**src/sv/mesi_pkg.sv**
```systemverilog
package mesi_pkg;

    localparam int P_CNT = 16;
    localparam int IDX_W = (P_CNT > 1) ? $clog2(P_CNT) : 1;
    localparam int EXT_W = 12;
    localparam int PROC_W = 4;
    localparam int WORD_W = 32;

    typedef logic [1:0] t_mesi;
    typedef logic [1:0] t_func;
    typedef logic signed [WORD_W-1:0] t_word;
    typedef logic [IDX_W-1:0] t_idx;

    localparam t_mesi ST_M = 2'd0;
    localparam t_mesi ST_E = 2'd1;
    localparam t_mesi ST_S = 2'd2;
    localparam t_mesi ST_I = 2'd3;

    localparam t_func F_READ  = 2'd0;
    localparam t_func F_WRITE = 2'd1;
    localparam t_func F_EVICT = 2'd2;

    localparam t_word MEM_RESET = 32'sd15213;

endpackage

```
**src/sv/mesi_if.sv**
```systemverilog
interface mesi_req_if;
    import mesi_pkg::*;
    logic                valid;
    logic                ready;
    t_func               func;
    logic [PROC_W-1:0]   processor;
    t_word               write_data;

    modport source (output valid, output func, output processor, output write_data,
                    input ready);
    modport sink   (input valid, input func, input processor, input write_data,
                    output ready);
endinterface

interface mesi_rsp_if;
    import mesi_pkg::*;
    logic                valid;
    logic                ready;
    logic                accepted;
    t_word               read_data;
    t_mesi               requester_state;
    t_word               memory_data;

    modport source (output valid, output accepted, output read_data,
                    output requester_state, output memory_data, input ready);
    modport sink   (input valid, input accepted, input read_data,
                    input requester_state, input memory_data, output ready);
endinterface

```
**src/sv/mesi_single_line_coherence.sv**
```systemverilog
// mesi coherence controller for one line shared by P_CNT private caches
//
// i_req carries one request (func, processor, write_data) with valid/ready;
// o_rsp returns one response per request (accepted, read_data,
// requester_state, memory_data) with valid/ready.
//
// a request is taken only while the controller is idle. hits and simple
// evicts finish without a scan of the peers; read misses, write misses,
// writes on a shared line and evicts of a shared line walk the peer caches
// one entry per cycle through a single index counter and a value store
// with one read port and one write port.
//
// the response sits in an output register, so the next request is taken
// while a finished response waits; if that register is still full when the
// following request completes, the controller holds until o_rsp is taken.
//
// reset (synchronous, active low) sets every cache to invalid and the
// memory word to 15213.
module mesi_single_line_coherence
    import mesi_pkg::*;
(
    input  logic            i_clk,
    input  logic            i_rst_n,
    mesi_req_if.sink        i_req,
    mesi_rsp_if.source      o_rsp
);

    localparam logic [3:0] S_IDLE  = 4'd0;
    localparam logic [3:0] S_LOOK  = 4'd1;
    localparam logic [3:0] S_HIT   = 4'd2;
    localparam logic [3:0] S_SCAN  = 4'd3;
    localparam logic [3:0] S_FETCH = 4'd4;
    localparam logic [3:0] S_SWEEP = 4'd5;
    localparam logic [3:0] S_UPD   = 4'd6;
    localparam logic [3:0] S_EVM   = 4'd7;
    localparam logic [3:0] S_COUNT = 4'd8;
    localparam logic [3:0] S_PROMO = 4'd9;
    localparam logic [3:0] S_RES   = 4'd10;

    localparam t_idx LAST_IDX = IDX_W'(P_CNT - 1);

    logic [3:0] r_fsm, n_fsm;
    t_idx       r_idx, n_idx;
    t_idx       r_p, n_p;
    t_func      r_func, n_func;
    t_word      r_data, n_data;
    t_mesi      r_stp, n_stp;
    t_mesi      r_hst, n_hst;
    logic       r_found, n_found;
    logic       r_wb, n_wb;
    logic [1:0] r_cnt, n_cnt;
    t_idx       r_last, n_last;
    logic       r_acc, n_acc;
    t_word      r_rd, n_rd;
    t_mesi      r_rs, n_rs;
    t_word      r_mem, n_mem;

    logic       r_ov, n_ov;
    logic       r_oacc, n_oacc;
    t_word      r_ord, n_ord;
    t_mesi      r_ors, n_ors;
    t_word      r_omem, n_omem;

    t_mesi      r_st [P_CNT];
    t_word      r_vals [P_CNT];
    t_word      r_rdata;

    logic             w_st_we;
    t_idx             w_st_addr;
    t_mesi            w_st_wd;
    logic             w_v_we;
    t_word            w_v_wd;
    t_mesi            w_cur;
    logic [EXT_W-1:0] w_p_ext;
    logic             w_in_range;

    assign w_cur      = r_st[r_idx];
    assign w_p_ext    = EXT_W'(i_req.processor);
    assign w_in_range = (w_p_ext < EXT_W'(P_CNT));

    assign i_req.ready           = (r_fsm == S_IDLE);
    assign o_rsp.valid           = r_ov;
    assign o_rsp.accepted        = r_oacc;
    assign o_rsp.read_data       = r_ord;
    assign o_rsp.requester_state = r_ors;
    assign o_rsp.memory_data     = r_omem;

    always_comb begin
        n_fsm   = r_fsm;
        n_idx   = r_idx;
        n_p     = r_p;
        n_func  = r_func;
        n_data  = r_data;
        n_stp   = r_stp;
        n_hst   = r_hst;
        n_found = r_found;
        n_wb    = 1'b0;
        n_cnt   = r_cnt;
        n_last  = r_last;
        n_acc   = r_acc;
        n_rd    = r_rd;
        n_rs    = r_rs;
        n_mem   = r_mem;
        n_ov    = r_ov && !o_rsp.ready;
        n_oacc  = r_oacc;
        n_ord   = r_ord;
        n_ors   = r_ors;
        n_omem  = r_omem;

        w_st_we   = 1'b0;
        w_st_addr = r_p;
        w_st_wd   = ST_I;
        w_v_we    = 1'b0;
        w_v_wd    = r_data;

        // write-back of the first modified holder found during a sweep
        if (r_wb) begin
            n_mem = r_rdata;
        end

        case (r_fsm)
            S_IDLE: begin
                if (i_req.valid) begin
                    n_p    = w_p_ext[IDX_W-1:0];
                    n_idx  = w_p_ext[IDX_W-1:0];
                    n_func = i_req.func;
                    n_data = i_req.write_data;
                    n_rd   = '0;
                    if (w_in_range) begin
                        n_fsm = S_LOOK;
                    end else begin
                        n_acc = 1'b0;
                        n_rs  = ST_I;
                        n_fsm = S_RES;
                    end
                end
            end
            S_LOOK: begin
                n_stp   = w_cur;
                n_acc   = 1'b1;
                n_found = 1'b0;
                n_cnt   = 2'd0;
                case (r_func)
                    F_READ: begin
                        if (w_cur != ST_I) begin
                            n_fsm = S_HIT;
                        end else begin
                            n_idx = '0;
                            n_fsm = S_SCAN;
                        end
                    end
                    F_WRITE: begin
                        n_rs = ST_M;
                        if (w_cur == ST_M || w_cur == ST_E) begin
                            n_fsm = S_UPD;
                        end else begin
                            n_idx = '0;
                            n_fsm = S_SWEEP;
                        end
                    end
                    F_EVICT: begin
                        n_rs = ST_I;
                        if (w_cur == ST_I) begin
                            n_acc = 1'b0;
                            n_fsm = S_RES;
                        end else if (w_cur == ST_M) begin
                            n_fsm = S_EVM;
                        end else begin
                            w_st_we = 1'b1;
                            w_st_wd = ST_I;
                            if (w_cur == ST_S) begin
                                n_idx = '0;
                                n_fsm = S_COUNT;
                            end else begin
                                n_fsm = S_RES;
                            end
                        end
                    end
                    default: begin
                        n_acc = 1'b0;
                        n_rs  = w_cur;
                        n_fsm = S_RES;
                    end
                endcase
            end
            S_HIT: begin
                n_rd  = r_rdata;
                n_rs  = r_stp;
                n_fsm = S_RES;
            end
            S_SCAN: begin
                if (r_idx != r_p && w_cur != ST_I) begin
                    n_hst = w_cur;
                    n_fsm = S_FETCH;
                end else if (r_idx == LAST_IDX) begin
                    w_v_we = 1'b1;
                    w_v_wd = r_mem;
                    n_rd   = r_mem;
                    n_rs   = ST_E;
                    n_fsm  = S_UPD;
                end else begin
                    n_idx = r_idx + 1'b1;
                end
            end
            S_FETCH: begin
                if (r_hst == ST_M) begin
                    n_mem = r_rdata;
                end
                w_st_we   = 1'b1;
                w_st_addr = r_idx;
                w_st_wd   = ST_S;
                w_v_we    = 1'b1;
                w_v_wd    = r_rdata;
                n_rd      = r_rdata;
                n_rs      = ST_S;
                n_fsm     = S_UPD;
            end
            S_SWEEP: begin
                if (r_idx != r_p) begin
                    w_st_we   = 1'b1;
                    w_st_addr = r_idx;
                    w_st_wd   = ST_I;
                    if (r_stp == ST_I && !r_found && w_cur != ST_I) begin
                        n_found = 1'b1;
                        n_wb    = (w_cur == ST_M);
                    end
                end
                if (r_idx == LAST_IDX) begin
                    n_fsm = S_UPD;
                end else begin
                    n_idx = r_idx + 1'b1;
                end
            end
            S_UPD: begin
                w_st_we = 1'b1;
                w_st_wd = r_rs;
                if (r_func == F_WRITE) begin
                    w_v_we = 1'b1;
                    w_v_wd = r_data;
                end
                n_fsm = S_RES;
            end
            S_EVM: begin
                n_mem   = r_rdata;
                w_st_we = 1'b1;
                w_st_wd = ST_I;
                n_fsm   = S_RES;
            end
            S_COUNT: begin
                if (w_cur == ST_S) begin
                    n_last = r_idx;
                    if (r_cnt != 2'd2) begin
                        n_cnt = r_cnt + 2'd1;
                    end
                end
                if (r_idx == LAST_IDX) begin
                    n_fsm = S_PROMO;
                end else begin
                    n_idx = r_idx + 1'b1;
                end
            end
            S_PROMO: begin
                if (r_cnt == 2'd1) begin
                    w_st_we   = 1'b1;
                    w_st_addr = r_last;
                    w_st_wd   = ST_E;
                end
                n_fsm = S_RES;
            end
            S_RES: begin
                if (!r_ov || o_rsp.ready) begin
                    n_ov   = 1'b1;
                    n_oacc = r_acc;
                    n_ord  = r_rd;
                    n_ors  = r_rs;
                    n_omem = r_mem;
                    n_fsm  = S_IDLE;
                end
            end
            default: begin
                n_fsm = S_IDLE;
            end
        endcase
    end

    always_ff @(posedge i_clk) begin
        if (!i_rst_n) begin
            r_fsm   <= S_IDLE;
            r_wb    <= 1'b0;
            r_ov    <= 1'b0;
            r_mem   <= MEM_RESET;
            for (int k = 0; k < P_CNT; k++) begin
                r_st[k] <= ST_I;
            end
        end else begin
            r_fsm <= n_fsm;
            r_wb  <= n_wb;
            r_ov  <= n_ov;
            r_mem <= n_mem;
            if (w_st_we) begin
                r_st[w_st_addr] <= w_st_wd;
            end
        end
    end

    always_ff @(posedge i_clk) begin
        r_idx   <= n_idx;
        r_p     <= n_p;
        r_func  <= n_func;
        r_data  <= n_data;
        r_stp   <= n_stp;
        r_hst   <= n_hst;
        r_found <= n_found;
        r_cnt   <= n_cnt;
        r_last  <= n_last;
        r_acc   <= n_acc;
        r_rd    <= n_rd;
        r_rs    <= n_rs;
        r_oacc  <= n_oacc;
        r_ord   <= n_ord;
        r_ors   <= n_ors;
        r_omem  <= n_omem;
    end

    // cached data words: entries of invalid caches are never read back
    always_ff @(posedge i_clk) begin
        if (w_v_we) begin
            r_vals[r_p] <= w_v_wd;
        end
        r_rdata <= r_vals[r_idx];
    end

endmodule
```
**src/flat_wrapper.sv**
```systemverilog
// flat-port wrapper written by rule: the top's interface ports become plain ports
module mesi_single_line_coherence_flat import mesi_pkg::*;
  (i_clk, i_rst_n, i_req_valid, i_req_func, i_req_processor, i_req_write_data, i_req_ready, o_rsp_valid, o_rsp_accepted, o_rsp_read_data, o_rsp_requester_state, o_rsp_memory_data, o_rsp_ready);
  mesi_req_if i_req_i ();
  mesi_rsp_if o_rsp_i ();
  input  logic i_clk;
  input  logic i_rst_n;
  input wire logic [$bits(i_req_i.valid)-1:0] i_req_valid;
  input wire logic [$bits(i_req_i.func)-1:0] i_req_func;
  input wire logic [$bits(i_req_i.processor)-1:0] i_req_processor;
  input wire logic [$bits(i_req_i.write_data)-1:0] i_req_write_data;
  output wire logic [$bits(i_req_i.ready)-1:0] i_req_ready;
  output wire logic [$bits(o_rsp_i.valid)-1:0] o_rsp_valid;
  output wire logic [$bits(o_rsp_i.accepted)-1:0] o_rsp_accepted;
  output wire logic [$bits(o_rsp_i.read_data)-1:0] o_rsp_read_data;
  output wire logic [$bits(o_rsp_i.requester_state)-1:0] o_rsp_requester_state;
  output wire logic [$bits(o_rsp_i.memory_data)-1:0] o_rsp_memory_data;
  input wire logic [$bits(o_rsp_i.ready)-1:0] o_rsp_ready;
  assign i_req_i.valid = i_req_valid;
  assign i_req_i.func = i_req_func;
  assign i_req_i.processor = i_req_processor;
  assign i_req_i.write_data = i_req_write_data;
  assign i_req_ready = i_req_i.ready;
  assign o_rsp_valid = o_rsp_i.valid;
  assign o_rsp_accepted = o_rsp_i.accepted;
  assign o_rsp_read_data = o_rsp_i.read_data;
  assign o_rsp_requester_state = o_rsp_i.requester_state;
  assign o_rsp_memory_data = o_rsp_i.memory_data;
  assign o_rsp_i.ready = o_rsp_ready;
  mesi_single_line_coherence u_core (.i_clk(i_clk), .i_rst_n(i_rst_n), .i_req(i_req_i), .o_rsp(o_rsp_i));
endmodule
```
**config.mk**
```make
export PLATFORM = sky130hd
export DESIGN_NAME = mesi_single_line_coherence_flat
export DESIGN_NICKNAME = d
export VERILOG_FILES = /design/src/sv/mesi_pkg.sv /design/src/sv/mesi_if.sv /design/src/sv/mesi_single_line_coherence.sv /design/src/flat_wrapper.sv
export SDC_FILE = /design/constraint.sdc
export NUM_CORES = 1
export LEC_CHECK = 0
export ABC_CLOCK_PERIOD_IN_PS = 6000
export BUFFER_PORTS_ARGS = -buffer_cell sky130_fd_sc_hd__clkbuf_2
export CAP_MARGIN = 20
export CORE_MARGIN = 2
export CORE_UTILIZATION = 55
export CTS_CLUSTER_SIZE = 16
export DETAILED_ROUTE_END_ITERATION = 8
export PLACE_DENSITY = 0.74
export SYNTH_ARGS = -nofsm -noshare
export SYNTH_HDL_FRONTEND = slang
export SYNTH_SLANG_ARGS = --single-unit
```
**constraint.sdc**
```tcl
create_clock -name i_clk -period 6 [get_ports i_clk]
set_input_delay 0.3 -clock i_clk [delete_from_list [all_inputs] [get_ports i_clk]]
set_output_delay 0.3 -clock i_clk [all_outputs]
set_load 0.05 [all_outputs]
```
* Word-level counts from Yosys, hierarchy flattened
Memories as Yosys holds them, arrays and structs flattened. A register that Yosys moved wholly into a read port is not among the register bits. Index checks and enable logic that the tools add are counted. Widths: inputs -> output; s select.
Operators by class: shift-type cells 0, divide/modulo/power cells 0, reduce and logical (&&, ||, !) cells 37, bitwise operators 0, mux-type cells 77, multipliers 0, equality and inequality tests 38, $lt $le $gt $ge 1, add/sub/neg operators 2
Operators by type and width (count):
- $mux 32 | 7
- $pmux 32 s2 | 2
- $pmux 32 s3 | 1
- $mux 4 | 20
- $pmux 4 s3 | 3
- $pmux 4 s8 | 1
- $mux 1 | 23
- $mux 2 | 10
- $eq 4x3->1 const B | 4
- $eq 4x4->1 const B | 4
- $pmux 4 s4 | 1
- $ne 2x1->1 const B | 7
- $ne 2x2->1 const B | 6
- $ne 3x3->1 const B | 4
- $pmux 2 s3 | 2
- $reduce_and 3->1 | 4
- $pmux 2 s5 | 1
- $reduce_and 9->1 | 1
- $eq 2x2->1 const B | 4
- $eq 4x2->1 const B | 2
- $reduce_and 2->1 | 4
- $reduce_and 4->1 | 2
- $reduce_or 2->1 | 4
- $eq 2x1->1 const B | 3
- other kinds (23) | 35
Storage, ports and cells: memories 2, RAM bits 544, memory bits (read-only) 0, bits in latches 0, logic and storage cells 177, output and inout port bits 69, bits in registers 193, input bits 42
Memories:
- u_core.r_vals | depth 16, bits a word 32, rd ports 1, clocked after Yosys merged registers in 1, wr ports 1, line mesi_single_line_coherence.sv:65 | t_word r_vals [P_CNT];
- u_core.r_st | depth 16, bits a word 2, rd ports 1, clocked after Yosys merged registers in 1, wr ports 16, line mesi_single_line_coherence.sv:64 | t_mesi r_st [P_CNT];

* Longest topological paths before layout
word-level depth 10, mapped depth 11, mapped depth without buffers 10

* Worst setup path after synthesis
Ideal clock, no wire load.
kind flip-flop to flip-flop, start point register u_core.r_fsm[1], end point register u_core.r_oacc (netlist: u_core.o_rsp.accepted), enable pin, path buffers 1, path slack -0.244 ns, arrival 5.655 ns, cell stages (with the launch flop) 4, clock period less this slack 6.244 ns, cell sequence dfxtp_1 > buf_4 > nand2b_1 > nor3b_1
Between the ends: longest elaborated chain between the ends 2
RTL lines:
- start, declared | line mesi_single_line_coherence.sv:42 | logic [3:0] r_fsm, n_fsm;
- start signal, assigned | line mesi_single_line_coherence.sv:296 | r_fsm <= n_fsm;
- $eq 4x4->1 | line mesi_single_line_coherence.sv:121 | case (r_fsm)
- $reduce_and 2->1 (no line)
- end signal, assigned | line mesi_single_line_coherence.sv:319 | r_oacc <= n_oacc;
- end, declared | line mesi_single_line_coherence.sv:59 | logic r_oacc, n_oacc;
Every way passes these cells. A chain may end at the register's enable or synchronous reset.

==> out/qor.yml <==
status: "complete, no violations"
maxCapViolCount: 0
slowest_stage: "dfxtp_1"
crit_top_cell: "nor2_4"
hold_viol: 0
crit_required_ps: 6340
cts-htree-levels: 3
yosysWarnings: 0
io_pins: 111
gp_congestion: 0.878
nets: 1745
min_path_cells: 3
post_cts_buffers: 0
grt.overflow.total: 0
vdd_drop_max_mv: 0.268
io_buffers: 110
powerDensity_nw_per_um2: 465
placed_cells: 2269
instances_no_fill: 2450
tightestPinTransition_ps: 1090
viasPerCell: 6.29
synth_area_um2: 29800
cts_buffer_depth: 3
path_max_fanout: 32
dieArea_um2: 56200
synth_top_area_share_pct: 70.3
cts.sinks: 773
initial_utilization_pct: 55.6
leakagePower_nw: 11.2
synth-seq-area-share_pct: 75.3
synth_fp_nets: 1563
crit_cells: 9
report.final.slew_viol_count: 0
syn_to_final_growth_pct: 14.8
antenna_found_initial: 1
drt-pass1-iter-count: 5
multi_input_area_um2: 7070
final_core_util_pct: 63.8
layout_setup_ws_ps: 1700
ys.flop_type: "edfxtp_1"
rsz0062_at_grt: "no"
r2r_cells: 9
synth_mux_area_share_pct: 12.9
wl_um: 67600
clkTransAtPathRegs_ps: 60
synthTopCellsByCount: "edfxtp_1 (699), mux4_2 (168), nand2_1 (115)"
drtIter0Drc: 1905
seqCellArea_um2: 22500
synth_compound_area_share_pct: 4.97
root_buffer: "clkbuf_16"
dp_slack_ps: 1710
crit_chain: "mux4_2 -> a22oi_1 -> nand3_1 -> ha_1 -> a41oi_2 -> nor2_4 -> nor2_4 -> buf_4 -> a221o_1"
fin_crit_sh_pct: 71.6
syn_inst: 1508
hpwl_um: 35800
insertion_delay_ps: 620
fmax_mhz: 233
ys_async_sr_fraction_pct: 0
yosys.area_share.xor_xnor_pct: 0.147
ctsResizeCount: 0
core_um2: 53700
slew_headroom_pct: 27.2
synth_edf_count: 699
fp.dieW_um: 237
yosysTopAreaCell: "edfxtp_1"
avgSynthCellArea_um2: 19.8
synth_cell_types: 72
yosysMostFrequentCell: "edfxtp_1"
synth_top_family_by_area: "multiplexers"
tritoncts: "done"
worstPathArrival_ps: 4640
synth-seq-cells: 773
critPathCaptureType: "flip-flop"
post-route-min-period_ps: 4300
wire_per_inst_um: 27.6
num_antenna_cells: 0
fin_setup_tns_ps: 0
critical_path.top_delay_family: "compound AO/OA/AOI/OAI gates"
drc: 0
min_path_type: "in -> reg"
die_h_um: 237
synthTopCellsByArea: "edfxtp_1 (70%), mux4_2 (13%), dfxtp_1 (5.0%)"
yosys.area_share.adder_pct: 0.545
placementRows: 85
yosys.area_share.simple_pct: 4.59
ant_nets: 0
drive_gt1_share_pct: 28.2
cts_buffers: 77
grt_pass1_wl_um: 100000
vias: 15400
path_class: "reg -> reg"
fin_skew_ps: 21.2
setup_viol: 0
grt_max_degree: 72
fillers: 3520
cp_num_buf_inv: 1
crit_path_start_kind: "flip-flop"
post_dp_cell_area_um2: 31300
grt_pass1_vias: 15500
max_stage_delay_ps: 640
final_cell_area_um2: 34300
track_usage_pct: 24.4
[per-stage QoR]
stage / hold slack, ps / total power, W
global placement: 405 / 0.0110
CTS: 83.9 / 0.0160
global route: 120 / 0.0165
finish: 112 / 0.0159
detailed placement: 405 / 0.0111
floorplan: 399 / 0.0101
[per-layer routing]
layer  wire length (um)  GRT usage, %  part of all wire, %
met5                  0             0                    0
met4               1410          7.67                  2.1
met3               5070          3.70                  7.5
met2              33400          39.7                   49
met1              27800          34.6                   41
[repair_timing]
item,4_1_cts,5_1_grt
hold buffers,38,0
endpoints found under the hold margin,38,0
endpoints found under the setup margin,0,0
[cell families after synthesis]
logic type	Yosys count
compound gates	174
xor+xnor	5
fa+ha+maj	13
buf+inv	102
flops	773
mux	174
simple gates	267
[power by group]
part / switching [W] / internal, W
Sequential: 0.000407 / 0.00685
Clock: 0.00199 / 0.00284
Combinational: 0.00220 / 0.00162
Total: 0.00460 / 0.0113
[final cells by class]
type | instances | share of cell area (%)
Tap cell | 696 | 2.54
Timing Repair Buffer | 185 | 3.56
Sequential cell | 773 | 65.6
Clock buffer | 108 | 6.32
Inverter | 20 | 0.219
Clock inverter | 35 | 1.15
Multi-Input combinational cell | 633 | 20.6
[placed cells by master, fill, tap and decap left out, types with 14 or more instances in the layout]
cell and count:
a21boi_0 23, a221o_1 32, a22o_1 32, and2_1 34
buf_4 36, clkbuf_1 22, clkbuf_16 80, clkbuf_2 110
dfxtp_1 74, dlygate4sd3_1 38, edfxtp_1 699, inv_1 20
mux4_2 168, nand2_1 115, nand3_1 23, nor2_1 19
nor2_4 14, nor3_2 14, o21ai_1 15
[tightest hold or removal path: cells and delay by family]
kind	cells	cell delay, ps
compound gates	2	240
buf+inv	1	120
[sequential cells by signal, indices dropped and copies added, names as in the netlist, 4 cells and up, named ones only]
register / count
u_core.r_rdata: 32
u_core.r_data: 32
u_core.r_fsm: 4
u_core.o_rsp.memory_data: 32
u_core.r_idx: 4
u_core.r_vals: 512
u_core.o_rsp.read_data: 32
u_core.r_last: 4
u_core.r_p: 4
u_core.r_mem: 32
u_core.r_st: 32
u_core.r_rd: 32
[path summary, 6_finish.rpt]
| kind | startpoint | endpoint | slack, ps |
|---|---|---|---|
| hold / removal | i_req_valid | u_core.r_fsm[0] | 110 |
| hold reg to reg | u_core.r_rd[6] | u_core.o_rsp.read_data[6] | 420 |
| setup / recovery | flip-flop | u_core.r_vals[7][6] | 1700 |
| setup reg to reg | flip-flop | u_core.r_vals[7][6] | 1700 |
Power figures use the tool's default switching activity.
